[src/design/khh_pkg.sv]
`default_nettype none
// ----------------------------------------------------------------------------
// khh_pkg
// Shared types, constants and the base decoder for the k-mer hash histogram.
// ----------------------------------------------------------------------------
package khh_pkg;

    localparam int TABLE_AW    = 16;
    localparam int TABLE_DEPTH = 1 << TABLE_AW;
    localparam int HASH_OUT_W  = 16;
    localparam int COUNT_OUT_W = 32;
    localparam int MAX_RESULTS = 8;
    localparam int PAD_W       = 4;
    localparam int QDEPTH      = 4;
    localparam int QAW         = $clog2(QDEPTH);
    localparam int QCNT_W      = $clog2(QDEPTH + 1);
    localparam int CHAR_W      = 8;

    typedef enum logic [1:0] {
        BASE_ACGT,
        BASE_GAP,
        BASE_BAD
    } t_base_kind;

    typedef enum logic [1:0] {
        OP_NONE,
        OP_INCR,
        OP_READ
    } t_hist_op;

    typedef struct packed {
        t_base_kind kind;
        logic [1:0] code;
    } t_base;

    // One entry per input item that produces results: an optional main
    // result followed by pad_cnt all-zero padding results.
    typedef struct packed {
        logic                   has_main;
        logic [HASH_OUT_W-1:0]  hash_value;
        logic                   hash_valid;
        logic                   bad_base;
        logic [COUNT_OUT_W-1:0] bucket_count;
        logic [PAD_W-1:0]       pad_cnt;
    } t_rec;

    typedef struct packed {
        logic                valid;
        t_hist_op            op;
        logic [TABLE_AW-1:0] idx;
        t_rec                rec;
    } t_hist_req;

    function automatic t_base decode_base(input logic [CHAR_W-1:0] ch);
        t_base b;
        b.kind = BASE_ACGT;
        b.code = 2'd0;
        unique case (ch)
            8'h41, 8'h61: b.code = 2'd0;          // A a
            8'h43, 8'h63: b.code = 2'd1;          // C c
            8'h47, 8'h67: b.code = 2'd2;          // G g
            8'h54, 8'h74: b.code = 2'd3;          // T t
            8'h4E, 8'h6E, 8'h2A: b.kind = BASE_GAP; // N n *
            default: b.kind = BASE_BAD;
        endcase
        return b;
    endfunction

endpackage
`default_nettype wire

[src/design/khh_out.sv]
`default_nettype none
// ----------------------------------------------------------------------------
// khh_out
// Record queue and output register; expands each record into its main
// result, if any, and its padding results, one per cycle while the output is ready.
// ----------------------------------------------------------------------------
module khh_out
    import khh_pkg::*;
(
    input  wire logic                   i_clk,
    input  wire logic                   i_rst_n,
    input  wire logic                   i_push,
    input  wire t_rec                   i_rec,
    output logic [QCNT_W-1:0]           o_count,
    output logic                        o_valid,
    input  wire logic                   i_ready,
    output logic [HASH_OUT_W-1:0]       o_hash_value,
    output logic                        o_hash_valid,
    output logic [COUNT_OUT_W-1:0]      o_bucket_count,
    output logic                        o_bad_base,
    output logic                        o_last
);

    t_rec              r_q [QDEPTH];
    logic [QAW-1:0]    r_wp;
    logic [QAW-1:0]    r_rp;
    logic [QCNT_W-1:0] r_cnt;

    logic              r_o_valid;
    t_rec              r_o_rec;
    logic              r_o_main;
    logic [PAD_W-1:0]  r_o_pad;

    logic taken;
    logic cur_last;
    logic done;
    logic load;

    always_comb begin
        taken    = r_o_valid && i_ready;
        cur_last = r_o_main ? (r_o_pad == '0) : (r_o_pad == PAD_W'(1));
        done     = taken && cur_last;
        load     = (!r_o_valid || done) && (r_cnt != '0);
    end

    always_ff @(posedge i_clk) begin
        if (!i_rst_n) begin
            r_wp      <= '0;
            r_rp      <= '0;
            r_cnt     <= '0;
            r_o_valid <= 1'b0;
            r_o_main  <= 1'b0;
            r_o_pad   <= '0;
        end else begin
            if (i_push) begin
                r_wp <= r_wp + QAW'(1);
            end
            if (load) begin
                r_rp <= r_rp + QAW'(1);
            end
            r_cnt <= r_cnt + QCNT_W'(i_push) - QCNT_W'(load);

            if (load) begin
                r_o_valid <= 1'b1;
                r_o_main  <= r_q[r_rp].has_main;
                r_o_pad   <= r_q[r_rp].pad_cnt;
            end else if (done) begin
                r_o_valid <= 1'b0;
            end else if (taken) begin
                if (r_o_main) begin
                    r_o_main <= 1'b0;
                end else begin
                    r_o_pad <= r_o_pad - PAD_W'(1);
                end
            end
        end
    end

    always_ff @(posedge i_clk) begin
        if (i_push) begin
            r_q[r_wp] <= i_rec;
        end
        if (load) begin
            r_o_rec <= r_q[r_rp];
        end
    end

    assign o_count        = r_cnt;
    assign o_valid        = r_o_valid;
    assign o_hash_value   = r_o_main ? r_o_rec.hash_value : '0;
    assign o_hash_valid   = r_o_main && r_o_rec.hash_valid;
    assign o_bucket_count = r_o_main ? r_o_rec.bucket_count : '0;
    assign o_bad_base     = r_o_main && r_o_rec.bad_base;
    assign o_last         = cur_last;

endmodule
`default_nettype wire
[config.mk]
export PLATFORM = sky130hd
export DESIGN_NAME = khh_out
export DESIGN_NICKNAME = d
export VERILOG_FILES = /design/src/design/khh_pkg.sv /design/src/design/khh_out.sv
export SDC_FILE = /design/constraint.sdc
export NUM_CORES = 1
export LEC_CHECK = 0
export ABC_AREA = 1
export BUFFER_PORTS_ARGS = -buffer_cell sky130_fd_sc_hd__buf_2
export CAP_MARGIN = 0
export CORE_ASPECT_RATIO = 0.7
export CORE_MARGIN = 5
export CORE_UTILIZATION = 45
export DETAILED_ROUTE_END_ITERATION = 6
export PLACE_DENSITY = 0.64
export SLEW_MARGIN = 20
export SYNTH_ARGS = -nofsm -noshare
export SYNTH_HDL_FRONTEND = slang
export SYNTH_SLANG_ARGS = --single-unit
[constraint.sdc]
create_clock -name i_clk -period 9.1 [get_ports i_clk]
set_input_delay 0.91 -clock i_clk [delete_from_list [all_inputs] [get_ports i_clk]]
set_output_delay 0.91 -clock i_clk [all_outputs]
set_load 0.02 [all_outputs]
Word-level counts from Yosys, hierarchy flattened:

Memories as Yosys holds them, arrays and structs flattened. A register that Yosys moved wholly into a read port is not among the register bits.
Index checks and enable logic that the tools add are counted.

* add/subtract/negate cells: 5
* eq/ne operators: 3
* multiplexer cells: 16
* reductions and logical operators: 13

Operator list (number)
* $mux W32: 1
* $mux W16: 1
* $mux W4: 4
* $mux W1: 8
* $logic_and A1 B1 Y1: 5
* $add A2 B1 Y2 const B: 2
* $eq A4 B1 Y1 const B: 1
* $logic_not A4 Y1: 1
* $mux W2: 2
* $ne A2 B1 Y1 const B: 2
* $reduce_bool A2 Y1: 2
* $sub A4 B1 Y4 const B: 1
* $add A3 B1 Y3: 1
* $reduce_and A3 Y1: 1
* $reduce_bool A3 Y1: 1
* $sub A3 B1 Y3: 1
* $reduce_and A2 Y1: 1
* $logic_not A1 Y1: 1
* $logic_or A1 B1 Y1: 1

* bits in registers: 63
* bits in writable memories: 220
* input port bits: 59
* output and inout bits: 55
* logic and storage cells: 48
* memories: 1

Memories
* r_q: depth 4, bits a word 55, rd ports 1, clocked after memory_dff 1, wr ports 1, line khh_out.sv:24 `t_rec r_q [QDEPTH];`

Depth between registers and ports, before layout:

* depth after elaboration: 7
* depth in mapped cells: 16

Worst setup path after synthesis:

OpenSTA, ideal clock, no wires.

* path kind: input -> register
* from: input i_ready
* to: register r_cnt[2] (netlist: o_count[2])
* library setup time: 70 ps
* arrival: 3418 ps
* required time: 9030 ps
* path slack: 5612 ps
* stages: 12
* buffers on the path: 0
* path through: nand4_4 nand2_4 nand2_4 inv_1 ha_1 inv_1 ha_1 inv_1 fa_1 inv_1 o21ai_0 a21oi_1

* cells in the longest elaborated chain, start to end: 5

RTL lines
* start, declared: line khh_out.sv:16 `input wire logic i_ready,`
* $logic_and A1 B1 Y1: line khh_out.sv:40 `taken = r_o_valid && i_ready;`
* $logic_and A1 B1 Y1: line khh_out.sv:42 `done = taken && cur_last;`
* $logic_or A1 B1 Y1: line khh_out.sv:43 `load = (!r_o_valid || done) && (r_cnt != '0);`
* $logic_and A1 B1 Y1: line khh_out.sv:43
* net load: line khh_out.sv:37 `logic load;`
* $sub A3 B1 Y3: line khh_out.sv:61 `r_cnt <= r_cnt + QCNT_W'(i_push) - QCNT_W'(load);`
* end signal, assigned: line khh_out.sv:61
* end, declared: line khh_out.sv:27 `logic [QCNT_W-1:0] r_cnt;`

The timed path passes the listed nets, and every way through them passes these cells.
A chain may end at the register's enable or synchronous reset.

Final worst setup path:

* from: register r_o_main
* to: output o_last

* cells in the longest elaborated chain, start to end: 1

RTL lines
* start, declared: line khh_out.sv:31 `logic r_o_main;`
* start signal, assigned: line khh_out.sv:65 `r_o_main <= r_q[r_rp].has_main;`
* $mux W1: line khh_out.sv:41 `cur_last = r_o_main ? (r_o_pad == '0) : (r_o_pad == PAD_W'(1));`
* end, declared: line khh_out.sv:21 `output logic o_last`

Every way passes these cells.

==> impl_metrics.yaml <==
run_status:
  status: "complete, no violations"
pwr:
  power_density_nw_per_um2: 307
  power_mw: 3.87
  power.leakage_nw: 4.92
  ir_worst_vdd_v: 0.000225
yosys:
  synthTopCellsByCount: "edfxtp_1, nor2_1, o21ai_0, inv_1, nand2_1"
  async_flop_share_pct: 0
  synth_cell_type_count: 26
  syn_inst: 815
  yosysTopAreaCell: "edfxtp_1"
  syn-num-nets: 884
  yosys_warnings: 0
  synth_ff_type: "edfxtp_1"
  syn_avg_cell_area_um2: 13.4
  seq_area_frac_synth_pct: 77.0
  yosysMostFrequentCell: "edfxtp_1"
  syn_area_um2: 10900
  synthTopCellsByArea: "edfxtp_1, o21ai_0, nor2_1, o22ai_1, dfxtp_1"
  synth_top_area_share_pct: 74.3
  synth_seq_cells: 285
  synth-edff-count: 270
sta:
  holdWs_ns: 0.502
  hold_viol_final: 0
  slew_viol_final: 0
  fin_skew_ns: 0.00853
  setup_viol: 0
  fin_crit_sh_pct: 30.3
  fin_crit_ns: 2.76
  slew_headroom_pct: 30.3
  fin_tns_setup_ns: 0
  max_freq_ghz: 0.362
  worst_pin_slew_ns: 1.04
  rsz0062_at_grt: "false"
detailed_routing:
  routedWlPerCell_um: 17.7
  ant_nets: 0
  vias: 6395
  drt_wl_total_mm: 22.3
  drc: 0
  drtIter0Drc: 432
  via_per_inst: 5.09
  firstDrtPassIters: 5
floorplan:
  start_util_pct: 46.0
  die-area_um2: 27500
  row_count: 47
  io_pins: 114
  core-area_um2: 23800
  die_height_um: 140
  die_x_um: 196
critical_path:
  worst_setup_path_start_kind: "flip-flop"
  reg2reg_depth: 14
  crit_type: "flip-flop to output pin"
  worstPathMaxFanout: 53
  timing.rr.end: "o_count[2]"
  critical_path_arrival_ns: 1.85
  worstReg2RegStart: "r_o_main"
  end_kind: "output pin"
  rrSetupSlack_ns: 6.54
  required_ns: 8.19
global_route:
  antenna_found_initial: 3
  grt_usage_pct: 16.1
  grt_overflow_total: 0
  grt_pass1_wl_mm: 35.3
  grt_pass1_vias: 6420
  grt_max_degree: 113
placed_design:
  dp_hpwl_mm: 12.1
  port_buffers: 113
  gp_congestion: 0.745
clock_tree:
  numCtsBuffers: 27
  cts_buffer_depth: 3
  cts.clk_slew.worst_paths_ns: 0.06
  ctsHtreeMaxLevel: 1
  post_cts_buffers: 0
  post_cts_resized: 0
  root_buffer: "clkbuf_16"
  cts_tree: "done"
  clock_latency_ns: 0.52
  cts_num_sinks: 285
  hold_buffers: 0
run:
  drv_cap: 0
layout:
  fin_nets: 987
  diodes: 0
  synthToLayoutAreaGrowth_pct: 15.4
  layout-drive-gt1-share_pct: 18.4
worst_hold_path:
  holdPathStages: 2
  hold_class: "flip-flop to flip-flop"
  hold_start: "r_rp[0]"
## placed cells by master, fill, tap and decap left out, types with 8 or more instances in the layout
cell,count
buf_2,113
clkbuf_16,27
dfxtp_1,12
o22ai_1,52
nand2_1,75
clkbuf_1,10
nor2_1,127
inv_1,70
o21ai_0,111
ha_1,9
edfxtp_1,270
nand3_1,8
## critical path, stage by stage (launching register included)
cell     delay [ns]
dfxtp_4        0.78
inv_2          0.13
nand2_4        0.11
nand3_2        0.09
inv_1          0.06
buf_2          0.15
## worst max path at each step
stage,from,endpoint,slack (ns)
after floorplan,i_ready,o_count[2],5.61
after global placement,r_o_main,o_count[2],6.18
after detailed placement,r_o_main,o_count[2],6.13
after CTS,r_o_main,o_last,5.89
after global routing,r_o_main,o_last,6.22
final,r_o_main,o_last,6.34
## final cells by class
class	instances	area (µm²)
Clock buffer	39	741
Clock inverter	11	103
Fill cell	2044	11200
Inverter	78	298
Multi-Input combinational cell	407	2010
Sequential cell	285	8420
Tap cell	318	398
Timing Repair Buffer	119	631
## metrics by stage
step	instances	setup slack (ns)	utilization, %	area, µm²
2_1_floorplan	815	5.61	-	10900
3_3_place_gp	1206	6.18	49.3	11700
3_5_place_dp	1206	6.13	49.3	11700
4_1_cts	1256	5.89	52.9	12600
5_1_grt	1257	6.22	53.0	12600
6_report	1257	6.34	53.0	12600
## power breakdown
part / internal (mW) / switching [mW] / total, mW
Combinational: 0.288 / 0.644 / 0.932
Sequential: 1.72 / 0.150 / 1.87
Clock: 0.621 / 0.447 / 1.07
Total: 2.63 / 1.24 / 3.87
## cell families after synthesis
family	share of synthesized area, %
adders and majority gates	1.21
AOI/OAI and AO/OA	8.64
DFF	77.0
and+or+nand+nor	8.16
xor gates and xnor gates	0.401
buffers and inverters	4.58
## routing by layer
| layer | GRT usage, % | up-vias | share of wire, % |
|---|---|---|---|
| met3 | 3.79 | 36 | 6.1 |
| met5 | 0 | - | 0.18 |
| met1 | 23.1 | 3113 | 47 |
| met4 | 2.86 | 6 | 1.6 |
| met2 | 25.8 | 153 | 45 |
| li1 | - | 3087 | - |
## registers in the layout, summed over array words and instances (netlist names), named ones only
signal	count
o_valid	1
r_q	220
r_rp	2
r_o_main	1
o_count	3
r_o_pad	4
r_o_rec	50
r_wp	2
No activity file was read; power rests on OpenSTA's default activity.
