==> src/design/khh_pkg.sv <==
`default_nettype none
// ----------------------------------------------------------------------------
// khh_pkg
// Shared types, constants and the base decoder for the k-mer hash histogram.
// ----------------------------------------------------------------------------
package khh_pkg;

    localparam int TABLE_AW    = 16;
    localparam int TABLE_DEPTH = 1 << TABLE_AW;
    localparam int HASH_OUT_W  = 16;
    localparam int COUNT_OUT_W = 32;
    localparam int MAX_RESULTS = 8;
    localparam int PAD_W       = 4;
    localparam int QDEPTH      = 4;
    localparam int QAW         = $clog2(QDEPTH);
    localparam int QCNT_W      = $clog2(QDEPTH + 1);
    localparam int CHAR_W      = 8;

    typedef enum logic [1:0] {
        BASE_ACGT,
        BASE_GAP,
        BASE_BAD
    } t_base_kind;

    typedef enum logic [1:0] {
        OP_NONE,
        OP_INCR,
        OP_READ
    } t_hist_op;

    typedef struct packed {
        t_base_kind kind;
        logic [1:0] code;
    } t_base;

    // One entry per input item that produces results: an optional main
    // result followed by pad_cnt all-zero padding results.
    typedef struct packed {
        logic                   has_main;
        logic [HASH_OUT_W-1:0]  hash_value;
        logic                   hash_valid;
        logic                   bad_base;
        logic [COUNT_OUT_W-1:0] bucket_count;
        logic [PAD_W-1:0]       pad_cnt;
    } t_rec;

    typedef struct packed {
        logic                valid;
        t_hist_op            op;
        logic [TABLE_AW-1:0] idx;
        t_rec                rec;
    } t_hist_req;

    function automatic t_base decode_base(input logic [CHAR_W-1:0] ch);
        t_base b;
        b.kind = BASE_ACGT;
        b.code = 2'd0;
        unique case (ch)
            8'h41, 8'h61: b.code = 2'd0;          // A a
            8'h43, 8'h63: b.code = 2'd1;          // C c
            8'h47, 8'h67: b.code = 2'd2;          // G g
            8'h54, 8'h74: b.code = 2'd3;          // T t
            8'h4E, 8'h6E, 8'h2A: b.kind = BASE_GAP; // N n *
            default: b.kind = BASE_BAD;
        endcase
        return b;
    endfunction

endpackage
`default_nettype wire

==> src/design/khh_seq.sv <==
`default_nettype none
// ----------------------------------------------------------------------------
// khh_seq
// Sequence state: packs bases into the k-mer hash, tracks the valid run and
// the position, and turns each accepted item that gives a result into a histogram request.
// ----------------------------------------------------------------------------
module khh_seq
    import khh_pkg::*;
#(
    parameter int KMER_LEN = 8
) (
    input  wire logic                i_clk,
    input  wire logic                i_rst_n,
    input  wire logic                i_accept,
    input  wire logic                i_req_type,
    input  wire logic [CHAR_W-1:0]   i_base_char,
    input  wire logic                i_end_of_seq,
    input  wire logic [TABLE_AW-1:0] i_bucket_index,
    output t_hist_req                o_req
);

    localparam int HW    = 2 * KMER_LEN;
    localparam int RUN_W = $clog2(KMER_LEN + 1);
    localparam int POS_W = $clog2(KMER_LEN);
    localparam int PAD_ALONE = (KMER_LEN - 1 < MAX_RESULTS) ? KMER_LEN - 1 : MAX_RESULTS;
    localparam int PAD_AFTER = (KMER_LEN - 1 < MAX_RESULTS - 1) ? KMER_LEN - 1
                                                                : MAX_RESULTS - 1;

    logic [HW-1:0]    r_hash, n_hash;
    logic [RUN_W-1:0] r_run,  n_run;
    logic [POS_W-1:0] r_pos,  n_pos;

    t_base      base;
    logic       emit;
    logic       full_run;
    logic [31:0] hash_ext;
    t_hist_req  req;

    always_comb begin
        base     = decode_base(i_base_char);
        emit     = (r_pos == POS_W'(KMER_LEN - 1));
        n_pos    = emit ? r_pos : r_pos + POS_W'(1);
        if (base.kind == BASE_ACGT) begin
            n_hash = {r_hash[HW-3:0], base.code};
            n_run  = (r_run < RUN_W'(KMER_LEN)) ? r_run + RUN_W'(1) : r_run;
        end else begin
            n_hash = '0;
            n_run  = '0;
        end
        full_run = (n_run == RUN_W'(KMER_LEN));
        hash_ext = 32'(n_hash);

        req                  = '0;
        req.op               = OP_NONE;
        req.idx              = hash_ext[TABLE_AW-1:0];
        if (i_req_type) begin
            req.op           = OP_READ;
            req.idx          = i_bucket_index;
            req.rec.has_main = 1'b1;
        end else begin
            if (base.kind == BASE_BAD) begin
                req.rec.has_main = 1'b1;
                req.rec.bad_base = 1'b1;
            end else if (emit) begin
                req.rec.has_main = 1'b1;
                if (full_run) begin
                    req.op             = OP_INCR;
                    req.rec.hash_valid = 1'b1;
                    req.rec.hash_value = hash_ext[HASH_OUT_W-1:0];
                end
            end
            if (i_end_of_seq) begin
                req.rec.pad_cnt = req.rec.has_main ? PAD_W'(PAD_AFTER) : PAD_W'(PAD_ALONE);
            end
        end
        // Items that give no result never enter the pipeline.
        req.valid = i_accept && (req.rec.has_main || (req.rec.pad_cnt != '0));
    end

    always_ff @(posedge i_clk) begin
        if (!i_rst_n) begin
            r_hash <= '0;
            r_run  <= '0;
            r_pos  <= '0;
        end else if (i_accept && !i_req_type) begin
            if (i_end_of_seq) begin
                r_hash <= '0;
                r_run  <= '0;
                r_pos  <= '0;
            end else begin
                r_hash <= n_hash;
                r_run  <= n_run;
                r_pos  <= n_pos;
            end
        end
    end

    assign o_req = req;

endmodule
`default_nettype wire

==> config.mk <==
export PLATFORM = sky130hd
export DESIGN_NAME = khh_seq
export DESIGN_NICKNAME = d
export VERILOG_FILES = /design/src/design/khh_pkg.sv /design/src/design/khh_seq.sv
export SDC_FILE = /design/constraint.sdc
export NUM_CORES = 1
export LEC_CHECK = 0
export BUFFER_PORTS_ARGS = -buffer_cell sky130_fd_sc_hd__clkbuf_2
export CAP_MARGIN = 20
export CORE_MARGIN = 2
export CORE_UTILIZATION = 40
export DETAILED_ROUTE_END_ITERATION = 8
export GPL_TIMING_DRIVEN = 0
export MAX_ROUTING_LAYER = met4
export PLACE_DENSITY = 0.75
export SKIP_LAST_GASP = 1
export SLEW_MARGIN = 20
export SYNTH_ARGS = -nofsm -noshare
export SYNTH_HDL_FRONTEND = slang
export SYNTH_SLANG_ARGS = --single-unit
export TNS_END_PERCENT = 5
==> constraint.sdc <==
create_clock -name i_clk -period 2.88 [get_ports i_clk]
set_clock_uncertainty 0.2 [all_clocks]
set_input_delay 0.288 -clock i_clk [delete_from_list [all_inputs] [get_ports i_clk]]
set_output_delay 0.288 -clock i_clk [all_outputs]
set_load 0.02 [all_outputs]
### Word-level counts from Yosys, hierarchy flattened

Index checks and enable logic that the tools add are counted.

| operators by class | value |
|---|---|
| $add $sub $neg | 2 |
| bitwise operators | 0 |
| reduce and logical (&&, ||, !) cells | 12 |
| equal/unequal tests | 15 |
| shift operators | 0 |
| order comparisons | 1 |
| mux-type cells | 23 |
| multipliers | 0 |
| div/mod/pow operators | 0 |

Operator list:

| cell | number |
|---|---|
| $eq 8x7->1 const B | 10 |
| $mux 18 | 2 |
| $mux 17 | 2 |
| $mux 16 | 2 |
| $mux 14 | 1 |
| $mux 3 | 4 |
| $mux 4 | 3 |
| $eq 8x6->1 const B | 1 |
| $reduce_or 8->1 | 1 |
| $mux 2 | 3 |
| $pmux 2 s3 | 1 |
| $reduce_or 2->1 | 3 |
| $add 4x1->4 const B | 1 |
| $eq 4x4->1 const B | 1 |
| $lt 4x4->1 const B | 1 |
| $mux 1 | 4 |
| $pmux 2 s2 | 1 |
| $reduce_bool 4->1 | 1 |
| $add 3x1->3 const B | 1 |
| $eq 3x3->1 const B | 1 |
| $reduce_or 3->1 | 1 |
| $eq 2x2->1 const B | 1 |
| $logic_and 1x1->1 | 2 |
| $logic_not 2->1 | 1 |
| other kinds (4) | 4 |

| storage, ports and cells | value |
|---|---|
| flip-flop bits (word level) | 21 |
| output and inout port bits | 74 |
| word-level logic and storage cells | 56 |
| memories | 0 |
| input port bits | 29 |
| memory bits (writable) | 0 |
| latch bits | 0 |
| memory bits (read-only) | 0 |

### Longest topological paths before layout

Gate-level depths: netlist of the first run.

| depth | value |
|---|---|
| depth after elaboration | 12 |
| depth in mapped cells | 7 |
| gate-level depth less buffers | 6 |

### Worst setup path after synthesis of the first run

No wires, ideal clock.

| timing path | value |
|---|---|
| kind | reg-to-output |
| start point | reg r_run[0] |
| end point | out o_req[39] (netlist name) |
| path slack | 0.702 ns |
| path buffers | 0 |
| cell stages (with the launch flop) | 5 |
| arrival time | 1.690 ns |
| data required time | 2.392 ns |
| cell sequence | dfxtp_1 -> ha_1 -> nor4bb_1 -> a31oi_1 -> nor4_1 |

RTL lines:

| what | RTL line | text |
|---|---|---|
| start, declared | khh_seq.sv:30 | `logic [RUN_W-1:0] r_run, n_run;` |
| start signal, assigned | khh_seq.sv:92 | `r_run <= n_run;` |
| end, declared | khh_seq.sv:19 | `output t_hist_req o_req` |

==> results.sh, run 1 <==
export IMPL_finalSetupTns_ns=0
export IMPL_drive_above_1_share_pct=38.1
export IMPL_synth_area_leaders="dfxtp_1, buf_4, nand2_1"
export IMPL_finalHoldViolCount=0
export IMPL_wl_per_cell_um=11.6
export IMPL_fin_crit_sh_pct=91.7
export IMPL_ys_ff_latch=21
export IMPL_fmax_ghz=0.379
export IMPL_yosys_area_top_type="dfxtp_1"
export IMPL_cts_buffers=3
export IMPL_power_density_nw_per_um2=298
export IMPL_synth_top_area_share_pct=24.2
export IMPL_totalWireLength_mm=4.45
export IMPL_cp_max_fo=11
export IMPL_coreArea_um2=4090
export IMPL_finalNetCount=366
export IMPL_diodes=0
export IMPL_status="completed"
export IMPL_ys_seq_area_share_pct=24.2
export IMPL_path_clk_slew_ns=0.08
export IMPL_grt_max_degree=13
export IMPL_first_pass_iters=4
export IMPL_hp_class="input port to register"
export IMPL_hpwl_mm=3.50
export IMPL_io_pins=103
export IMPL_setup_viol=0
export IMPL_placed_area_um2=2260
export IMPL_grt_pass1_wl_mm=7.41
export IMPL_viasPerCell=4.71
export IMPL_ys_warn_count=0
export IMPL_gp_congestion=0.796
export IMPL_rows=23
export IMPL_rsz0062_at_grt="no"
export IMPL_post_cts_setup_buffers=0
export IMPL_arrival_ns=2.15
export IMPL_cp_required_ns=2.39
export IMPL_end_kind="primary output"
export IMPL_dieArea_um2=4880
export IMPL_die_x_um=69.8
export IMPL_drt_iter0_drc=56
export IMPL_htreeDepth=1
export IMPL_avgSynthCellArea_um2=7.57
export IMPL_initial_core_util_pct=42.4
export IMPL_hold_buffers=0
export IMPL_first_global_vias=1611
export IMPL_synthMostInstantiatedCell="nand2_1"
export IMPL_cts_resized=0
export IMPL_tritoncts="done"
export IMPL_grt_total_usage_pct=18.7
export IMPL_num_vias=1804
export IMPL_synth_common_cells="nand2_1, buf_4, dfxtp_1"
export IMPL_drcViolationCount=0
export IMPL_p_leak_uw=0.00117
export IMPL_yosys_most_used_dff="dfxtp_1"
export IMPL_fin_util_pct=56.4
export IMPL_synth_edff_count=0
export IMPL_synth_cell_types=45
export IMPL_cts_root_buf="clkbuf_8"
export IMPL_peakVddDrop_mv=0.282
export IMPL_p_switching_uw=222
export IMPL_slew_viol_final=0
export IMPL_ant_nets=0
export IMPL_swShare_pct=32.4
export IMPL_p_int_uw=464
export IMPL_pwr_share_seq_pct=42.5
export IMPL_area_growth_pct=32.8
export IMPL_cts_sinks=21
export IMPL_pre_cts_slack_ns=0.554
export IMPL_synth_area_um2=1730
export IMPL_syn_inst=229
export IMPL_r2r_cells=5
export IMPL_cp_start_kind="register"
export IMPL_clock_latency_ns=0.26
export IMPL_crit_type="register to primary output"
export IMPL_whs_path_depth=3
export IMPL_p_clk_share_pct=28.8
export IMPL_setup_ws_ns=0.240
export IMPL_grt_antenna_before_repair=0
export IMPL_gr_total_overflow=0
export IMPL_min_period_ns=2.64
export IMPL_async_reset_ff_share_pct=0
export IMPL_drv_cap=0
export IMPL_fill_cells=399
export IMPL_portBuffers=68
export IMPL_fp_dieH_um=69.8
export IMPL_power_frac_comb_pct=28.7
export IMPL_design_area_um2=2300
export IMPL_clock_path_buffers=2
## placed cells by master (no fill, tap or decap), types with 3 or more instances in the layout
| cell | n |
|---|---|
| o21ai_1 | 16 |
| a31oi_1 | 3 |
| a22oi_1 | 3 |
| o21ai_0 | 3 |
| buf_4 | 38 |
| inv_1 | 3 |
| nand2_1 | 39 |
| a21oi_1 | 3 |
| clkbuf_2 | 68 |
| nand2b_1 | 4 |
| buf_2 | 5 |
| clkbuf_1 | 5 |
| conb_1 | 33 |
| buf_6 | 4 |
| dfxtp_1 | 21 |
| and3_1 | 3 |
| a32oi_1 | 13 |
| ha_1 | 3 |
| and2_1 | 12 |
| clkbuf_8 | 3 |
| nor2_1 | 20 |
## cell families (layout without fill, tap and decap cells)
group / count (synthesis) / in the layout / share of synthesized area (%)
buffers and inverters: 55 / 127 / 22.2
muxes: 2 / 2 / 1.23
DFF: 21 / 21 / 24.2
adders and majority gates: 3 / 3 / 2.16
other: 1 / 33 / 0.216
AOI/OAI and AO/OA: 49 / 49 / 20.1
and+or+nand+nor: 98 / 98 / 29.9
## worst paths after layout
path	to	startpoint	slack, ns
max	o_req[45]	r_run[0]	0.24
min	r_run[3]	i_rst_n	0.10
max reg2reg	r_pos[2]	r_pos[0]	1.31
min reg2reg	r_hash[13]	r_hash[13]	0.32
## power by group through the flow
stage / clock network, µW / registers [µW] / logic [µW]
after CTS: 200 / 292 / 196
final: 197 / 292 / 197
after floorplan: 0 / 298 / 145
after global placement: 0 / 298 / 195
after global routing: 213 / 292 / 214
after detailed placement: 0 / 298 / 196
## layer usage
layer	routed length (µm)	vias to the layer above	share of wire, %	GRT usage [%]
met5	0	-	0	-
met4	27	0	0.61	2.99
met3	347	4	7.8	4.80
met2	2200	70	49	32.7
met1	1870	790	42	22.0
li1	-	940	-	-
## final cells by class
class	instances	area [µm²]	share of cell area, %
Sequential cell	21	420	18.3
Inverter	3	11.3	0.489
Multi-Input combinational cell	185	1050	45.5
Tap cell	50	62.6	2.72
Buffer	52	374	16.2
Timing Repair Buffer	68	340	14.8
Clock buffer	3	41.3	1.79
Clock inverter	1	5.00	0.217
## metrics by stage
| step | std cells | hold WS, ns | power [µW] |
|---|---|---|---|
| after global placement | 379 | 0.289 | 494 |
| final | 383 | 0.105 | 686 |
| after detailed placement | 379 | 0.298 | 495 |
| after CTS | 383 | 0.109 | 688 |
| after floorplan | 261 | 0.205 | 443 |
| after global routing | 383 | 0.117 | 718 |
## registers in the layout, summed over array words and instances (netlist names)
signal and flops:
r_pos 3, r_hash 14, r_run 4
## worst max-delay path: stages, from the launching register on
cell and delay, ns:
dfxtp_1 0.35, ha_1 0.34, nor4bb_1 0.30, a31oi_1 0.14, nor3_4 0.29, buf_6 0.18
and2_1 0.12, clkbuf_2 0.17
(Power assumes the default switching activity.)
==> run 2, diff against run 1 <==
--- a/config.mk
+++ b/config.mk
@@ -7,12 +7,14 @@
 export LEC_CHECK = 0
 export BUFFER_PORTS_ARGS = -buffer_cell sky130_fd_sc_hd__clkbuf_2
 export CAP_MARGIN = 20
+export CELL_PAD_IN_SITES_DETAIL_PLACEMENT = 0
+export CELL_PAD_IN_SITES_GLOBAL_PLACEMENT = 1
 export CORE_MARGIN = 2
-export CORE_UTILIZATION = 40
+export CORE_UTILIZATION = 32
 export DETAILED_ROUTE_END_ITERATION = 8
 export GPL_TIMING_DRIVEN = 0
 export MAX_ROUTING_LAYER = met4
-export PLACE_DENSITY = 0.75
+export PLACE_DENSITY_LB_ADDON = 0.1
 export SKIP_LAST_GASP = 1
 export SLEW_MARGIN = 20
 export SYNTH_ARGS = -nofsm -noshare
==> run 2 against run 1 <==
Cell count grew 5.2%. Via count grew 0.67%. Clock-buffer cell count is the same. Sequential cell count is the same. Critical path type unchanged. Power grew 1.0%. Fmax grew 0.77%. Global-route usage shrank 1.6 points. Wire length grew 11%. Highest routed layer unchanged. Register-to-register slack is essentially flat. Die area grew 23%.
==> results.sh, run 2 (synthesized netlist as in run 1, its figures left out) <==
export IMPL_cts_resized=0
export IMPL_min_period_ns=2.62
export IMPL_crit_path_cell_trace="ha_1, nor4bb_1, a31oi_1, nor3_4, buf_6, and2_1, clkbuf_2"
export IMPL_post_cts_setup_buffers=0
export IMPL_largest_register="r_hash"
export IMPL_rows=26
export IMPL_worstMarginPinSlew_ns=0.539
export IMPL_wl_per_cell_um=12.3
export IMPL_crit_type="register to primary output"
export IMPL_cts_root_buf="clkbuf_8"
export IMPL_drt_iter0_drc=54
export IMPL_slew_viol_final=0
export IMPL_diodes=0
export IMPL_final_cell_mix="clkbuf_2, nand2_1, buf_4, conb_1, dfxtp_1"
export IMPL_largest_reg_flops=14
export IMPL_htreeDepth=1
export IMPL_cp_required_ns=2.39
export IMPL_dieArea_um2=6020
export IMPL_grt_total_usage_pct=17.2
export IMPL_viasPerCell=4.51
export IMPL_layout_commonest_cell="clkbuf_2"
export IMPL_p_leak_uw=0.00117
export IMPL_setup_viol=0
export IMPL_finalHoldViolCount=0
export IMPL_clock_path_buffers=2
export IMPL_num_vias=1816
export IMPL_arrival_ns=2.13
export IMPL_hp_class="input port to register"
export IMPL_hold_buffers=0
export IMPL_end_kind="primary output"
export IMPL_finalSetupTns_ns=0
export IMPL_tritoncts="done"
export IMPL_fin_util_pct=45.0
export IMPL_reg2reg_slack_ns=1.31
export IMPL_gr_total_overflow=0
export IMPL_critPathTopFamily="simple AND/OR/NAND/NOR gates"
export IMPL_hpwl_mm=3.80
export IMPL_cts_buffers=3
export IMPL_totalWireLength_mm=4.94
export IMPL_finalPower_uw=693
export IMPL_hold_worst_slack_ns=0.105
export IMPL_fin_crit_sh_pct=91.0
export IMPL_peakVddDrop_mv=0.159
export IMPL_clock_latency_ns=0.27
export IMPL_cp_slowest_cell="dfxtp_1"
export IMPL_io_pins=103
export IMPL_top_regs="r_hash x14, r_run x4, r_pos x3"
export IMPL_cts_sinks=21
export IMPL_cp_start_kind="register"
export IMPL_drive_above_1_share_pct=38.1
export IMPL_grt_max_degree=13
export IMPL_area_growth_pct=34.3
export IMPL_maxSlewHeadroom_pct=64.1
export IMPL_drcViolationCount=0
export IMPL_finalNetCount=366
export IMPL_slowest_delay_ns=0.35
export IMPL_ant_nets=0
export IMPL_fmax_ghz=0.382
export IMPL_first_pass_iters=4
export IMPL_path_buf_inv=2
export IMPL_grt_pass1_wl_mm=8.18
export IMPL_cp_max_fo=11
export IMPL_initial_core_util_pct=33.5
export IMPL_status="completed"
export IMPL_rsz0062_at_grt="no"
export IMPL_fp_dieH_um=77.6
export IMPL_grt_antenna_before_repair=0
export IMPL_die_x_um=77.6
export IMPL_drv_cap=0
export IMPL_fill_cells=571
export IMPL_first_global_vias=1654
export IMPL_portBuffers=68
export IMPL_gp_congestion=0.790
export IMPL_path_clk_slew_ns=0.08
export IMPL_power_density_nw_per_um2=298
export IMPL_coreArea_um2=5170
## run 2: cell counts in the layout (fill, tap and decap cells not counted)
No cell type changed its count.
## run 2: worst paths after layout
path | startpoint | cells past startpoint | end
setup reg to reg | r_pos[0] | 5 | r_pos[1]
setup / recovery | r_run[0] | 7 | o_req[45]
hold / removal | i_rst_n | 3 | r_run[3]
hold reg to reg | r_hash[13] | 2 | r_hash[13]
## run 2: layout make-up
type | instances | area (µm²) | share of cell area (%)
plain buffers | 52 | 374 | 16.1
clock buffers | 3 | 41.3 | 1.77
clock inverters | 1 | 5.00 | 0.215
inverters | 3 | 11.3 | 0.484
multi-input cells | 185 | 1050 | 45.0
flip-flops and latches | 21 | 420 | 18.1
well taps | 70 | 87.6 | 3.76
repair buffers | 68 | 340 | 14.6
## run 2: metrics by stage
stage	area [µm²]	setup WS [ns]	instances
final	2330	0.260	403
after global routing	2330	0.0652	403
after CTS	2330	0.243	403
after detailed placement	2280	0.550	399
after global placement	2280	0.584	399
after floorplan	1850	0.702	261
## run 2: power by group
group / internal, µW / leakage (µW) / switching [µW]
Combinational: 76.3 / 0.000973 / 123
Sequential: 291 / 0.000169 / 0.624
Clock: 96.8 / 0.0000255 / 105
## run 2: worst reg2reg max path: stages (launching register included)
cell     delay (ns)
dfxtp_1        0.33
ha_1           0.20
ha_1           0.24
nor3_1         0.34
a22oi_1        0.11
nor2_1         0.10
## run 2: layer usage
metal	track usage [%]	vias to the layer above	wire, µm
met5	-	-	0
met4	4.64	0	55
met3	2.91	5	389
met2	26.0	78	2150
met1	23.5	793	2350
li1	-	940	-
